==> config.mk <==
export PLATFORM = sky130hd
export DESIGN_NAME = ile_cell
export DESIGN_NICKNAME = d
export VERILOG_FILES = /design/src/design/ile_pkg.sv /design/src/design/ile_cell.sv
export SDC_FILE = /design/constraint.sdc
export NUM_CORES = 1
export LEC_CHECK = 0
export ABC_AREA = 0
export BUFFER_PORTS_ARGS = -buffer_cell sky130_fd_sc_hd__buf_4
export CAP_MARGIN = 40
export CORE_ASPECT_RATIO = 0.6
export CORE_MARGIN = 2
export CORE_UTILIZATION = 39
export CTS_CLUSTER_DIAMETER = 40
export DETAILED_ROUTE_END_ITERATION = 10
export PLACE_DENSITY = 0.93
export SYNTH_ARGS = -nofsm -noshare
export SYNTH_HDL_FRONTEND = slang
export SYNTH_SLANG_ARGS = --single-unit
==> constraint.sdc <==
create_clock -name i_clk -period 4.2 [get_ports i_clk]
set_clock_uncertainty 0.1 [all_clocks]
set_input_delay 0.63 -clock i_clk [delete_from_list [all_inputs] [get_ports i_clk]]
set_output_delay 0.63 -clock i_clk [all_outputs]
set_load 0.03 [all_outputs]
==> src/design/ile_pkg.sv <==
package ile_pkg;

    localparam int VAL_W     = 32;
    localparam int CMD_W     = 3;
    localparam int POS_IN_W  = 7;
    localparam int LEN_W     = 7;
    localparam int STAT_W    = 2;
    localparam int CTL_POS_W = 11;
    localparam int SEG_N     = 32;

    localparam logic [CMD_W-1:0] CMD_READ   = 3'd0;
    localparam logic [CMD_W-1:0] CMD_HEAD   = 3'd1;
    localparam logic [CMD_W-1:0] CMD_TAIL   = 3'd2;
    localparam logic [CMD_W-1:0] CMD_AT     = 3'd3;
    localparam logic [CMD_W-1:0] CMD_DELETE = 3'd4;

    localparam logic [STAT_W-1:0] ST_DONE  = 2'd0;
    localparam logic [STAT_W-1:0] ST_RANGE = 2'd1;
    localparam logic [STAT_W-1:0] ST_FULL  = 2'd2;

    typedef logic [VAL_W-1:0] t_val;

    typedef struct packed {
        logic                 ins;
        logic                 del;
        logic [CTL_POS_W-1:0] pos;
        t_val                 value;
    } t_cell_ctl;

endpackage

==> src/design/ile_cell.sv <==
module ile_cell
    import ile_pkg::*;
#(
    parameter int IDX = 0
) (
    input  logic      i_clk,
    input  t_cell_ctl i_ctl,
    input  t_val      i_prev,
    input  t_val      i_next,
    output t_val      o_q,
    output t_val      o_tap
);

    localparam logic [CTL_POS_W-1:0] MY_IDX = CTL_POS_W'(IDX);

    t_val r_q;

    always_ff @(posedge i_clk) begin
        if (i_ctl.ins && (MY_IDX > i_ctl.pos)) begin
            r_q <= i_prev;
        end else if (i_ctl.ins && (MY_IDX == i_ctl.pos)) begin
            r_q <= i_ctl.value;
        end else if (i_ctl.del && (MY_IDX >= i_ctl.pos)) begin
            r_q <= i_next;
        end
    end

    assign o_q   = r_q;
    assign o_tap = (MY_IDX == i_ctl.pos) ? r_q : '0;

endmodule

==> summary.md <==
| Metric | Value |
|---|---|
| TritonRoute pass-1 iters | `4` |
| WL per Instance | `14.3 um` |
| Chip Height | `55.7 um` |
| Initial drt markers | `14` |
| Antenna violations before repair | `0` |
| Maximum buffer depth of the clock tree | `2` |
| Max Fclk | `361 MHz` |
| Final min period | `2.77 ns` |
| Power after layout | `712 uW` |
| YS warnings | `0` |
| Dpl cell area | `2840 sq um` |
| Final hold slack | `0.549 ns` |
| First-pass GRT wire length | `6970 um` |
| DRC violations left | `0` |
| Ranking of synthesized cells by instance count | `and2_1, edfxtp_1, mux2_4, buf_6, clkbuf_1` |
| Starting Density | `41.5%` |
| CP max FO | `33` |
| Worst EP arrival | `2.04 ns` |
| DR vias | `1,399` |
| Hold Buf Count CTS | `0` |
| Area of the core | `4190 sq um` |
| Dpl cells | `305` |
| Gr usage total | `17.9%` |
| Maximum VDD drop | `142 uV` |
| Slew margin rel. | `47.8%` |
| Pins over their slew limit | `0` |
| Final setup fails | `0` |
| Synth area leaders | `edfxtp_1, mux2_4, and2_1` |
| Clock transition at path regs | `0.07 ns` |
| CTS root buf | `clkbuf_8` |
| Seq cells post-synth | `32` |
| Drt total wl | `4470 um` |
| IO buf count | `141` |
| IO Pins | `174` |
| Worst Path Required | `3.47 ns` |
| Post-synth cell types | `11` |
| Final worst slack | `1.43 ns` |
| Vias/cell | `4.47` |
| Ys async rst share | `0%` |
| Cts bufs inserted | `5` |
| Die Footprint | `5020 sq um` |
| Post-synthesis cell area | `1740 sq um` |
| Max reg flops | `32` |
| Post-CTS setup buffers | `0` |
| P&R area growth vs syn | `69.7%` |
| Slew @ Worst Pin | `0.781 ns` |
| EDFF count, synth | `32` |
| Remaining antenna violation count | `0` |
| Avg Cell Area, Syn | `16.1 sq um` |
| ANT cells | `0` |
| CTS tree | `built` |
| Syn Inst Count | `108` |
| Setup CP Type | `primary input to primary output` |
| Outcome | `complete, no violations` |
| Grt total ovfl | `0` |
| Number of H-tree levels | `2` |
| Max_cap viols | `0` |
| Sequential fraction of the synthesis area | `55.3%` |
| Post-synth top area cell | `edfxtp_1` |
| Startpoint Class | `primary input` |
| Power density over the cells | `242 nW/um^2` |
| Layout cell share with drive strength beyond 1 | `73.1%` |
| Setup slack at placement | `1.20 ns` |
| Resize count post-CTS | `0` |
| Yosys top cell area share | `55.3%` |
| Net Count, Synth | `218` |
| Design area | `2950 sq um` |
| Leakage power | `1.47 nW` |
| Fin cells | `313` |
| Clock sink total | `32` |
| Final Hold Fails | `0` |
| Hold Path Class | `primary input to flip-flop` |
| Final core occ | `70.3%` |
| Dpl hpwl | `3560 um` |
| Part of the cycle the worst path needs | `65.9%` |
| Chip width | `90.2 um` |
| Gp weighted congestion | `0.722` |
| Final net count | `362` |
| FP Rows | `18` |
| Sum Neg Setup Slack | `0 ns` |
| Setup crit end kind | `primary output` |
| RSZ-0062 raised after global routing | `false` |
| Largest net degree at the start of global routing | `34` |
| Vias in the first global route | `1,480` |
| Top FF cell, synth | `edfxtp_1` |
## cells in the final DEF (no fill, tap or decap)
cell / n
buf_4: 143
clkinv_1: 2
bufinv_16: 1
edfxtp_1: 32
o21a_1: 1
and3_2: 1
nand4_2: 1
nor3_1: 1
and2_1: 32
mux2_2: 2
nor4_2: 2
mux2_4: 30
clkbuf_8: 5
## routing by layer
metal / vias to the layer above / global-route usage, % / part of all wire [%]
met5: - / 0 / 0
met2: 61 / 34.6 / 55
met4: 0 / 5.27 / 0.36
met1: 656 / 18.8 / 37
met3: 2 / 5.56 / 7.4
li1: 680 / - / -
## worst max-delay path: stages
cell and delay, ns:
buf_4 0.11, nor4_2 0.35, and3_2 0.58, and2_1 0.20, buf_4 0.16
## worst paths after layout
| kind | depth (start not counted) | slack [ns] | endpoint | startpoint |
|---|---|---|---|---|
| worst max-delay path | 5 | 1.43 | o_tap[6] | i_ctl[35] |
| worst min-delay path | 2 | 0.55 | o_q[4]$_DFFE_PP_ | i_next[4] |
## report_power, final
part	total, mW	switching, mW	internal (mW)	leakage (nW)
Combinational	0.0816	0.0165	0.0651	1.13
Sequential	0.351	0.0000726	0.351	0.287
Clock	0.279	0.107	0.173	0.0532
## layout make-up
| type | count | area [sq um] |
|---|---|---|
| flip-flops and latches | 32 | 961 |
| fillers | 312 | 1240 |
| clock buffers | 5 | 68.8 |
| repair buffers | 143 | 1070 |
| well taps | 60 | 75.1 |
| multi-input cells | 70 | 731 |
| clock inverters | 3 | 37.5 |
## logic make-up (layout without fill, tap and decap cells)
group	count (synthesis)	after routing	share of synthesized area, %
AOI/OAI and AO/OA	1	1	0.432
buffers and inverters	6	151	2.59
DFF	32	32	55.3
muxes	32	32	27.2
and+or+nand+nor	37	37	14.4
Note: power is estimated with default switching activity, not from simulation.
